**src/design/assert_macros.svh**
```systemverilog
// Assertion macros for the allocator datapath
`ifndef ASSERT_MACROS_SVH
`define ASSERT_MACROS_SVH

// Property checked on every rising edge outside reset
`define PIA_ASSERT(label, prop, msg) \
    label: assert property (@(posedge clk) disable iff (!rst_n) prop) \
        else $error(msg);

// Condition that must never be seen outside reset
`define PIA_ASSERT_NEVER(label, expr, msg) \
    label: assert property (@(posedge clk) disable iff (!rst_n) !(expr)) \
        else $error(msg);

`endif

```
**src/design/pia_pkg.sv**
```systemverilog
// Types and constants shared by the probed id allocator modules
package pia_pkg;

    localparam int PENDING_SLOTS  = 16;
    localparam int ID_BITS        = 16;
    localparam int TAG_BITS       = 32;
    localparam int SLOT_BITS      = (PENDING_SLOTS > 1) ? $clog2(PENDING_SLOTS) : 1;
    localparam int CFG_DATA_BITS  = 16;
    localparam int CFG_INDEX_BITS = 1;
    localparam int IN_DATA_BITS   = ((TAG_BITS + 1 + ID_BITS + 7) / 8) * 8;
    localparam int OUT_DATA_BITS  = ((ID_BITS + TAG_BITS + 7) / 8) * 8;

    localparam logic [ID_BITS-1:0] FIRST_ID_RESET = ID_BITS'(1);
    localparam logic [ID_BITS-1:0] LAST_ID_RESET  = ID_BITS'(65535);

    localparam logic [CFG_INDEX_BITS-1:0] CFG_FIRST_ID = CFG_INDEX_BITS'(0);
    localparam logic [CFG_INDEX_BITS-1:0] CFG_LAST_ID  = CFG_INDEX_BITS'(1);

    typedef enum logic [1:0] {
        OP_ACQUIRE = 2'd0,
        OP_PONG    = 2'd1,
        OP_TIMEOUT = 2'd2,
        OP_UNUSED  = 2'd3
    } op_t;

    typedef enum logic [2:0] {
        OUT_NONE   = 3'd0,
        OUT_DUP    = 3'd1,
        OUT_PROBE  = 3'd2,
        OUT_ASSIGN = 3'd3,
        OUT_NOFREE = 3'd4,
        OUT_FULL   = 3'd5
    } outcome_t;

    typedef enum logic [1:0] {
        KEY_ITEM   = 2'd0,
        KEY_CAND   = 2'd1,
        KEY_CHOSEN = 2'd2
    } key_sel_t;

    typedef struct packed {
        logic     load_item;
        key_sel_t key_sel;
        logic     clear_hits;
        logic     res_load;
        outcome_t res_outcome;
        logic     load_chosen_ident;
        logic     load_chosen_cand;
        logic     step_ptr;
        logic     load_tries;
        logic     dec_tries;
        logic     write_entry;
        logic     emit;
    } pia_cmd_t;

    typedef struct packed {
        op_t  op;
        logic specific;
        logic tag_hit;
        logic id_hit;
        logic tries_zero;
        logic free_avail;
        logic out_free;
    } pia_stat_t;

endpackage

```
**src/design/probed_id_allocator.sv**
```systemverilog
// Probed id allocator: pending probe table with duplicate check and wrapping id search
//
// Input beats arrive on s_*: tuser carries the op (acquire, pong, timeout), tdata the
// request tag, the wants-specific flag and the id. Every beat yields exactly one
// result beat on m_*: tuser is the outcome, tdata the id and the tag.
// Configuration: cfg_we/cfg_index/cfg_data write first_id (index 0) or last_id (1);
// write only while no beat is in flight.
// One item is worked on at a time. Pong, timeout, unused op and duplicate acquires
// pass from accept through evaluate to emit, where the result is loaded into the output
// register. An acquire for a given id adds a commit step. A searching acquire
// tries candidate ids before the commit: at most PENDING_SLOTS + 1 tries (17), or fewer
// when the id range is smaller. The search checks one candidate per cycle against all
// pending slots in parallel. The result sits in an output register; the next beat is
// taken while it waits, but a further result holds in the block until m_tready takes
// the previous one. Reset empties the pending table, sets first_id to 1, last_id to
// all ones and the search pointer to 1; no clearing pass is needed.
module probed_id_allocator
    import pia_pkg::*;
(
    input  logic                      clk,
    input  logic                      rst_n,
    input  logic                      cfg_we,
    input  logic [CFG_INDEX_BITS-1:0] cfg_index,
    input  logic [CFG_DATA_BITS-1:0]  cfg_data,
    input  logic                      s_tvalid,
    output logic                      s_tready,
    input  logic [IN_DATA_BITS-1:0]   s_tdata,   // request_tag, wants_specific, ident, zero pad
    input  logic [1:0]                s_tuser,   // op
    output logic                      m_tvalid,
    input  logic                      m_tready,
    output logic [OUT_DATA_BITS-1:0]  m_tdata,   // out_id, out_tag
    output logic [2:0]                m_tuser    // outcome
);

    pia_cmd_t            cmd;
    pia_stat_t           stat;
    outcome_t            out_outcome;
    logic [ID_BITS-1:0]  out_id;
    logic [TAG_BITS-1:0] out_tag;

    pia_ctrl u_ctrl (
        .clk      (clk),
        .rst_n    (rst_n),
        .s_tvalid (s_tvalid),
        .s_tready (s_tready),
        .stat     (stat),
        .cmd      (cmd)
    );

    pia_dp u_dp (
        .clk         (clk),
        .rst_n       (rst_n),
        .cfg_we      (cfg_we),
        .cfg_index   (cfg_index),
        .cfg_data    (cfg_data),
        .in_op       (s_tuser),
        .in_tag      (s_tdata[TAG_BITS-1:0]),
        .in_specific (s_tdata[TAG_BITS]),
        .in_ident    (s_tdata[TAG_BITS+ID_BITS:TAG_BITS+1]),
        .cmd         (cmd),
        .stat        (stat),
        .out_valid   (m_tvalid),
        .out_ready   (m_tready),
        .out_outcome (out_outcome),
        .out_id      (out_id),
        .out_tag     (out_tag)
    );

    assign m_tdata = OUT_DATA_BITS'({out_tag, out_id});
    assign m_tuser = out_outcome;

endmodule

```
**src/design/pia_ctrl.sv**
```systemverilog
// Sequencer for the probed id allocator: evaluate, search, commit, emit
module pia_ctrl
    import pia_pkg::*;
(
    input  logic      clk,
    input  logic      rst_n,
    input  logic      s_tvalid,
    output logic      s_tready,
    input  pia_stat_t stat,
    output pia_cmd_t  cmd
);

    typedef enum logic [2:0] {
        ST_IDLE,
        ST_EVAL,
        ST_SEARCH,
        ST_COMMIT,
        ST_EMIT
    } state_t;

    state_t state_reg, state_next;

    always_comb
    begin
        cmd        = '0;
        state_next = state_reg;
        s_tready   = 1'b0;
        unique case (state_reg)
            ST_IDLE:
            begin
                s_tready = 1'b1;
                if (s_tvalid)
                begin
                    cmd.load_item = 1'b1;
                    state_next    = ST_EVAL;
                end
            end
            ST_EVAL:
            begin
                cmd.key_sel = KEY_ITEM;
                unique case (stat.op)
                    OP_PONG:
                    begin
                        cmd.clear_hits  = 1'b1;
                        cmd.res_load    = 1'b1;
                        cmd.res_outcome = OUT_NONE;
                        state_next      = ST_EMIT;
                    end
                    OP_TIMEOUT:
                    begin
                        cmd.clear_hits  = 1'b1;
                        cmd.res_load    = 1'b1;
                        cmd.res_outcome = stat.id_hit ? OUT_ASSIGN : OUT_NONE;
                        state_next      = ST_EMIT;
                    end
                    OP_ACQUIRE:
                    begin
                        priority if (stat.tag_hit)
                        begin
                            cmd.res_load    = 1'b1;
                            cmd.res_outcome = OUT_DUP;
                            state_next      = ST_EMIT;
                        end
                        else if (stat.specific)
                        begin
                            cmd.load_chosen_ident = 1'b1;
                            state_next            = ST_COMMIT;
                        end
                        else
                        begin
                            cmd.load_tries = 1'b1;
                            state_next     = ST_SEARCH;
                        end
                    end
                    OP_UNUSED:
                    begin
                        cmd.res_load    = 1'b1;
                        cmd.res_outcome = OUT_NONE;
                        state_next      = ST_EMIT;
                    end
                endcase
            end
            ST_SEARCH:
            begin
                // one candidate per cycle; pointer moves on every try
                cmd.key_sel  = KEY_CAND;
                cmd.step_ptr = 1'b1;
                priority if (!stat.id_hit)
                begin
                    cmd.load_chosen_cand = 1'b1;
                    state_next           = ST_COMMIT;
                end
                else if (stat.tries_zero)
                begin
                    cmd.res_load    = 1'b1;
                    cmd.res_outcome = OUT_NOFREE;
                    state_next      = ST_EMIT;
                end
                else
                begin
                    cmd.dec_tries = 1'b1;
                end
            end
            ST_COMMIT:
            begin
                cmd.key_sel  = KEY_CHOSEN;
                cmd.res_load = 1'b1;
                if (stat.id_hit || stat.free_avail)
                begin
                    cmd.write_entry = 1'b1;
                    cmd.res_outcome = OUT_PROBE;
                end
                else
                begin
                    cmd.res_outcome = OUT_FULL;
                end
                state_next = ST_EMIT;
            end
            ST_EMIT:
            begin
                if (stat.out_free)
                begin
                    cmd.emit   = 1'b1;
                    state_next = ST_IDLE;
                end
            end
            default:
            begin
                state_next = ST_IDLE;
            end
        endcase
    end

    always_ff @(posedge clk or negedge rst_n)
    begin
        if (!rst_n)
        begin
            state_reg <= ST_IDLE;
        end
        else
        begin
            state_reg <= state_next;
        end
    end

endmodule

```
**src/design/pia_dp.sv**
```systemverilog
// Datapath: config registers, pending table, search pointer, result and output registers
module pia_dp
    import pia_pkg::*;
(
    input  logic                      clk,
    input  logic                      rst_n,
    input  logic                      cfg_we,
    input  logic [CFG_INDEX_BITS-1:0] cfg_index,
    input  logic [CFG_DATA_BITS-1:0]  cfg_data,
    input  logic [1:0]                in_op,
    input  logic [TAG_BITS-1:0]       in_tag,
    input  logic                      in_specific,
    input  logic [ID_BITS-1:0]        in_ident,
    input  pia_cmd_t                  cmd,
    output pia_stat_t                 stat,
    output logic                      out_valid,
    input  logic                      out_ready,
    output outcome_t                  out_outcome,
    output logic [ID_BITS-1:0]        out_id,
    output logic [TAG_BITS-1:0]       out_tag
);

    `include "assert_macros.svh"

    logic [ID_BITS-1:0]       first_id_reg, last_id_reg, cand_reg, cand_next;
    logic [ID_BITS-1:0]       remaining_reg, chosen_reg, ident_reg;
    op_t                      op_reg;
    logic [TAG_BITS-1:0]      tag_reg;
    logic                     spec_reg;
    logic [PENDING_SLOTS-1:0] valid_reg, valid_next;
    logic [ID_BITS-1:0]       entry_id_reg  [PENDING_SLOTS];
    logic [TAG_BITS-1:0]      entry_tag_reg [PENDING_SLOTS];

    outcome_t                 res_outcome_reg, out_outcome_reg;
    logic [ID_BITS-1:0]       res_id_reg, out_id_reg, res_id_next;
    logic [TAG_BITS-1:0]      res_tag_reg, out_tag_reg, res_tag_next;
    logic                     out_valid_reg;

    logic [ID_BITS-1:0]       key;
    logic [PENDING_SLOTS-1:0] id_match, tag_match;
    logic [SLOT_BITS-1:0]     hit_slot, free_slot, wr_slot;
    logic                     id_hit, free_avail, out_free;
    logic [TAG_BITS-1:0]      hit_tag;

    always_comb
    begin
        unique case (cmd.key_sel)
            KEY_ITEM:   key = ident_reg;
            KEY_CAND:   key = cand_reg;
            KEY_CHOSEN: key = chosen_reg;
            default:    key = ident_reg;
        endcase
    end

    // one comparator lane per slot
    always_comb
    begin
        for (int i = 0; i < PENDING_SLOTS; i++)
        begin
            id_match[i]  = valid_reg[i] && (entry_id_reg[i] == key);
            tag_match[i] = valid_reg[i] && (entry_tag_reg[i] == tag_reg);
        end
    end

    // lowest matching and lowest free slot
    always_comb
    begin
        hit_slot  = '0;
        free_slot = '0;
        for (int i = PENDING_SLOTS - 1; i >= 0; i--)
        begin
            if (id_match[i])
            begin
                hit_slot = SLOT_BITS'(i);
            end
            if (!valid_reg[i])
            begin
                free_slot = SLOT_BITS'(i);
            end
        end
    end

    assign id_hit     = |id_match;
    assign free_avail = ~&valid_reg;
    assign hit_tag    = entry_tag_reg[hit_slot];
    assign wr_slot    = id_hit ? hit_slot : free_slot;
    assign out_free   = !out_valid_reg || out_ready;
    assign cand_next  = (cand_reg == last_id_reg) ? first_id_reg : cand_reg + ID_BITS'(1);

    always_comb
    begin
        valid_next = valid_reg;
        if (cmd.clear_hits)
        begin
            valid_next = valid_reg & ~id_match;
        end
        if (cmd.write_entry)
        begin
            valid_next[wr_slot] = 1'b1;
        end
    end

    always_comb
    begin
        unique case (cmd.res_outcome)
            OUT_ASSIGN:          res_id_next = ident_reg;
            OUT_PROBE, OUT_FULL: res_id_next = chosen_reg;
            default:             res_id_next = '0;
        endcase
        unique case (cmd.res_outcome)
            OUT_ASSIGN: res_tag_next = hit_tag;
            OUT_NONE:   res_tag_next = '0;
            default:    res_tag_next = tag_reg;
        endcase
    end

    always_ff @(posedge clk or negedge rst_n)
    begin
        if (!rst_n)
        begin
            first_id_reg  <= FIRST_ID_RESET;
            last_id_reg   <= LAST_ID_RESET;
            cand_reg      <= FIRST_ID_RESET;
            valid_reg     <= '0;
            out_valid_reg <= 1'b0;
        end
        else
        begin
            if (cfg_we && (cfg_index == CFG_FIRST_ID))
            begin
                first_id_reg <= ID_BITS'(cfg_data);
            end
            if (cfg_we && (cfg_index == CFG_LAST_ID))
            begin
                last_id_reg <= ID_BITS'(cfg_data);
            end
            if (cmd.step_ptr)
            begin
                cand_reg <= cand_next;
            end
            valid_reg <= valid_next;
            if (cmd.emit)
            begin
                out_valid_reg <= 1'b1;
            end
            else if (out_ready)
            begin
                out_valid_reg <= 1'b0;
            end
        end
    end

    always_ff @(posedge clk)
    begin
        if (cmd.load_item)
        begin
            op_reg    <= op_t'(in_op);
            tag_reg   <= in_tag;
            spec_reg  <= in_specific;
            ident_reg <= in_ident;
        end
        if (cmd.load_chosen_ident)
        begin
            chosen_reg <= ident_reg;
        end
        else if (cmd.load_chosen_cand)
        begin
            chosen_reg <= cand_reg;
        end
        if (cmd.load_tries)
        begin
            remaining_reg <= last_id_reg - first_id_reg;
        end
        else if (cmd.dec_tries)
        begin
            remaining_reg <= remaining_reg - ID_BITS'(1);
        end
        if (cmd.write_entry)
        begin
            entry_id_reg[wr_slot]  <= chosen_reg;
            entry_tag_reg[wr_slot] <= tag_reg;
        end
        if (cmd.res_load)
        begin
            res_outcome_reg <= cmd.res_outcome;
            res_id_reg      <= res_id_next;
            res_tag_reg     <= res_tag_next;
        end
        if (cmd.emit)
        begin
            out_outcome_reg <= res_outcome_reg;
            out_id_reg      <= res_id_reg;
            out_tag_reg     <= res_tag_reg;
        end
    end

    assign stat.op         = op_reg;
    assign stat.specific   = spec_reg;
    assign stat.tag_hit    = |tag_match;
    assign stat.id_hit     = id_hit;
    assign stat.tries_zero = (remaining_reg == '0);
    assign stat.free_avail = free_avail;
    assign stat.out_free   = out_free;

    assign out_valid   = out_valid_reg;
    assign out_outcome = out_outcome_reg;
    assign out_id      = out_id_reg;
    assign out_tag     = out_tag_reg;

    `PIA_ASSERT(a_id_unique, $onehot0(id_match), "pending id held by two slots")
    `PIA_ASSERT(a_emit_free, cmd.emit |-> out_free, "result emitted over an untaken beat")
    `PIA_ASSERT_NEVER(a_write_no_slot, cmd.write_entry && !id_hit && !free_avail,
        "entry written with no slot to take")

endmodule

```
**config.mk**
```make
export PLATFORM = sky130hd
export DESIGN_NAME = probed_id_allocator
export DESIGN_NICKNAME = d
export VERILOG_FILES = /design/src/design/pia_pkg.sv /design/src/design/probed_id_allocator.sv /design/src/design/pia_ctrl.sv /design/src/design/pia_dp.sv
export VERILOG_INCLUDE_DIRS = /design/src /design/src/design
export SDC_FILE = /design/constraint.sdc
export NUM_CORES = 2
export LEC_CHECK = 0
export ABC_AREA = 1
export ABC_CLOCK_PERIOD_IN_PS = 10100
export BUFFER_PORTS_ARGS = -buffer_cell sky130_fd_sc_hd__clkbuf_2
export CAP_MARGIN = 20
export CELL_PAD_IN_SITES_DETAIL_PLACEMENT = 1
export CELL_PAD_IN_SITES_GLOBAL_PLACEMENT = 1
export CORE_AREA = 8 8 343 345
export CTS_CLUSTER_SIZE = 30
export DETAILED_ROUTE_END_ITERATION = 7
export DIE_AREA = 0 0 351 353
export PLACE_DENSITY = 0.75
export SYNTH_ARGS = -nofsm -noshare
export SYNTH_HDL_FRONTEND = slang
export SYNTH_HIERARCHICAL = 1
export SYNTH_SLANG_ARGS = --single-unit
```
**constraint.sdc**
```tcl
create_clock -name clk -period 10.1 [get_ports clk]
set_input_delay 1.01 -clock clk [delete_from_list [all_inputs] [get_ports clk]]
set_output_delay 1.01 -clock clk [all_outputs]
set_load 0.005 [all_outputs]
```
-- Word-level counts from Yosys, hierarchy flattened
Memory sizes are Yosys's and may differ from the RTL's.
Index checks and enable logic that the tools add are counted.
- bits in writable memories: 768
- memories kept: 2
- logic and storage cells: 218
- input port bits: 80
- output and inout bits: 53
- flip-flop bits (word level): 253
- mux-type cells: 87
- $add $sub $neg: 3
- reduce and logical (&&, ||, !) cells: 54
- bitwise operators: 4
- order comparisons: 2
- equality and inequality tests: 48
- memory list (name ; words ; width ; read ports ; clocked after memory_dff ; write ports ; RTL line ; RTL):
    u_dp.entry_tag_reg ; 16 ; 32 ; 17 ; 0 ; 1 ; pia_dp.sv:32 ; logic [TAG_BITS-1:0] entry_tag_reg [PENDING_SLOTS];
    u_dp.entry_id_reg ; 16 ; 16 ; 16 ; 0 ; 1 ; pia_dp.sv:31 ; logic [ID_BITS-1:0] entry_id_reg [PENDING_SLOTS];
- operator list (operator ; number):
    equality test 32 bit ; 16
    equality test 16 bit ; 17
    2-to-1 mux 4 bit ; 36
    2-to-1 mux 16 bit ; 7
    case mux 16 bit (2 select lines) ; 2
    case mux 32 bit (2 select lines) ; 1
    logical AND 1 bit ; 35
    OR reduction 16 bit ; 2
    2-to-1 mux 1 bit ; 27
    case mux 4 bit (3 select lines) ; 2
    2-to-1 mux 3 bit ; 6
    adder 16 x 1 -> 16 bit, second input constant ; 1
    bitwise AND 16 bit ; 1
    zero test 16 bit ; 1
    NOT 16 bit ; 1
    OR 16 bit ; 1
    AND reduction 16 bit ; 1
    subtractor 16 x 1 -> 16 bit, second input constant ; 1
    subtractor 16 bit ; 1
    case mux 3 bit (5 select lines) ; 1
    equality test 3 x 2 -> 1 bit, second input constant ; 4
    equality test 2 bit, second input constant ; 3
    equality test 3 bit, second input constant ; 2
    zero test 3 bit ; 2
    other kinds (19) ; 27

-- Depth between registers and ports, before layout
- word-level depth: 29
- mapped depth: 41
- mapped depth without buffers: 38

-- Hierarchy
Netlist, hierarchy kept.
- by module, submodules not included (module ; cells an instance ; times used ; area each (um2) ; sequential area each (um2)):
    pia_dp ; 4609 ; 1 ; 49667.6 ; 30266.5
    pia_ctrl ; 72 ; 1 ; 437.9 ; 75.1

-- Worst setup path after synthesis
Ideal clock, no wire load.
- path type: input-to-reg
- from: in m_tready
- to: reg u_dp.out_id_reg[0], in the netlist u_dp/out_id[0] (enable)
- required time: 9.511 ns
- library setup time: 0.589 ns
- path buffers: 1
- arrival: 6.117 ns
- stages on the path: 5
- slack: 3.394 ns
- cell sequence: inv_1 -> nand2_1 -> buf_4 -> inv_1 -> nor4_1
- RTL lines (what ; RTL line ; RTL):
    start: declaration ; probed_id_allocator.sv:30 ; input logic m_tready,
    end signal: assignment ; pia_dp.sv:192 ; out_id_reg <= res_id_reg;
    end: declaration ; pia_dp.sv:35 ; logic [ID_BITS-1:0] res_id_reg, out_id_reg, res_id_next;

==> results by group <==
Run
  – MaxCap Viol Count: 0

Die
  – Rows: 123
  – Core area: 111900 µm²
  – Die area: 123900 µm²
  – IO Pins: 133
  – Initial core utilization: 0.4478
  – Die W: 351 µm
  – Die height: 353 µm

Setup path
  – Flop-to-flop setup slack: 2.28 ns
  – CP Launch Type: flop
  – Critical Path Max Stage Delay: 0.70 ns
  – Worst EP arrival: 8.34 ns
  – R2R Path Start: u_ctrl/state_reg[0]
  – Worst-path maximum fanout: 108
  – Worst reg-to-reg path cell count: 28
  – Slowest CP cell: ha_1
  – Critical path type: flop to flop
  – Most used cell along the critical path: nand2_1
  – Critical Path Sink Type: flop
  – Worst reg2reg path endpoint: u_dp/res_tag_reg[21]
  – Crit path required time: 10.62 ns

Routing
  – DRC violations left: 0
  – Post-route ant nets: 0
  – Vias: 40600
  – WL final: 200.3 mm
  – Drt initial violations: 5662
  – Post-DR wirelength/cell: 31.51 µm
  – Initial DRT Pass Iterations: 7
  – DR vias/cell: 6.386

Timing
  – Worst hold slack: 0.4108 ns
  – Max-slew violations: 0
  – FMAX: 0.1279 GHz
  – Final setup fails: 0
  – Clock skew: 0.04154 ns
  – Slew Limit Headroom: 0.2293
  – Final Hold Fails: 0
  – RSZ-0062 raised after global routing: no
  – Crit share post-route: 0.7738
  – Worst setup slack after layout: 2.284 ns
  – Final min period: 7.816 ns
  – Worst-margin pin slew: 1.155 ns
  – Final TNS setup: 0 ns

Pwr
  – Power Total: 12.89 mW
  – Leakage: 20.09 nW
  – Cell Pwr Density: 230.7 nW/µm²
  – Worst vdd ir: 0.1974 mV

Synth
  – Area leader, netlist: edfxtp_1
  – Number of synthesized flops with an enable pin: 953
  – Yosys warnings: 6
  – Mapped cell area: 50110 µm²
  – Syn Nets: 4785
  – Top_reg_cell synth: edfxtp_1
  – Synth Register Bits: 1021
  – Syn avg cell area: 10.70 µm²
  – Register area share after synthesis: 0.6056
  – Post-synth cell types: 68
  – Mapped Cells: 4681
  – Synth top area share: 0.5711
  – Synth area leaders: edfxtp_1 57%, nand3_1 8.3%, nand2_1 6.7%
  – FFs w/ async S/R, synth: 0.06660

Final layout
  – Fin area: 55880 µm²
  – Max reg flops: 512
  – # nets final: 4864
  – Multi-input logic area: 17600 µm²
  – Commonest non-fill, non-tap cells in the layout: 953 x edfxtp_1, 890 x nand2_1, 834 x nand3_1
  – FILL cells: 12100
  – Reg area: 30340 µm²
  – Synth-to-Final Area Change: 11.52%
  – Share of layout cells above drive strength 1: 0.1191
  – Most common cell after layout, fill and taps aside: edfxtp_1

Run status
  – Outcome: finished, final reports clean

Clock network
  – Clock slew at reported path FFs: 0.06 ns
  – CTS tree: done
  – Post-CTS resize count: 0
  – Root Buffer: clkbuf_16
  – CTS hold repair buffers: 0
  – CTS sink cnt: 1021
  – Post-CTS Repair Setup Buffers: 0
  – TritonCTS Buffers: 109
  – Htree depth: 3
  – Maximum clock path buffer count: 3
  – Clk_lat worst skew: 0.74 ns

GRT
  – First-pass GRT wire length: 285.9 mm
  – Number of global-route vias before repair: 41230
  – Tot GR Track Use: 0.3134
  – Largest net degree at the start of global routing: 157
  – Overflow after GRT: 0
  – Initial antenna violation count: 10

Placed design
  – Total placed instance area: 52260 µm²
  – Post-DP HPWL: 133.5 mm
  – Post-place setup slack: 2.464 ns
  – Number of port buffers: 125
  – Routability cong.: 1.036

Min path
  – Hold Crit Depth: 0
  – Hold path startpoint: u_dp/res_tag_reg[5]
  – Hold Path Class: flop to flop
  – Min-Delay Endpoint: u_dp/out_tag[5]
-- where the power goes --
group,internal [mW],switching (mW)
clock network,2.30,1.77
logic,0.891,2.46
registers,5.19,0.272
total,8.38,4.51
-- synthesized netlist by cell type, drive strengths merged, types with 2 or more instances --
library cell,n
a2111oi,7
a211oi,14
a21oi,37
a221o,5
a221oi,53
a22o,60
a22oi,3
a31oi,2
and2,4
and3,10
buf,134
clkbuf,136
clkinv,9
dfrtp,50
dfstp,18
edfxtp,953
ha,23
inv,230
nand2,910
nand3,852
nand3b,27
nand4,50
nor2,143
nor3,13
nor3b,2
nor4,82
nor4b,4
o2111a,5
o2111ai,8
o211ai,17
o21ai,269
o21bai,4
o221ai,5
o22a,4
o22ai,113
o31ai,2
or2,81
or4,7
xnor2,145
xor2,182
-- logic make-up (layout without fill, tap and decap cells) --
family	count (synthesis)	in the layout	share of synthesized area
multiplexers	2	2	0.0004245
flip-flops	1021	1021	0.6056
AND/OR/NAND/NOR	2187	2187	0.2058
other	0	5	0
AO/OA/AOI/OAI	611	611	0.07764
adder cells (fa/ha/maj)	24	24	0.006143
buffers and inverters	509	681	0.04727
XOR/XNOR	327	327	0.05716
-- layer usage --
layer / up-vias / GRT usage / wire length, µm
met1: 20350 / 0.3796 / 71240
li1: 17050 / - / -
met3: 758 / 0.06279 / 19450
met2: 2441 / 0.5025 / 92370
met5: - / 0.0007846 / 16
met4: 2 / 0.2145 / 17240
-- through the flow --
| stage | cells | util |
|---|---|---|
| 6_report | 6358 | 0.4994 |
| 5_1_grt | 6354 | 0.4993 |
| 4_1_cts | 6352 | 0.4991 |
| 3_5_place_dp | 6148 | 0.4671 |
| 3_3_place_gp | 6144 | 0.4664 |
| 2_1_floorplan | 4681 | - |
-- area by class of cell --
class,instances,area share
well taps,1500,0.03359
inverters,239,0.01632
clock buffers,146,0.05220
repair buffers,238,0.02772
diodes,5,0.0002239
multi-input cells,3151,0.3150
flip-flops and latches,1021,0.5430
clock inverters,58,0.01189
-- how the worst max path moves through the flow --
stage                         from                        end  slack [ns]  cells after the start
2_1_floorplan             m_tready             u_dp/out_id[0]        3.39                      5
3_3_place_gp   u_ctrl/state_reg[0]       u_dp/res_tag_reg[14]        2.69                     34
3_5_place_dp   u_ctrl/state_reg[0]  u_dp/entry_tag_reg[7][20]        2.46                     26
4_1_cts        u_ctrl/state_reg[0]   u_dp/entry_tag_reg[7][1]        2.38                     26
5_1_grt        u_ctrl/state_reg[0]       u_dp/res_tag_reg[21]        1.90                     28
6_report       u_ctrl/state_reg[0]       u_dp/res_tag_reg[21]        2.28                     28
-- critical path, delay by kind of cell (launching register included) --
kind | cells | cell delay, ns
and+or+nand+nor | 14 | 2.97
buffers and inverters | 9 | 2.01
AOI/OAI and AO/OA | 3 | 1.07
adders and majority gates | 1 | 0.70
DFF | 1 | 0.47
xor gates and xnor gates | 1 | 0.27
Power figures use the tool's default switching activity.
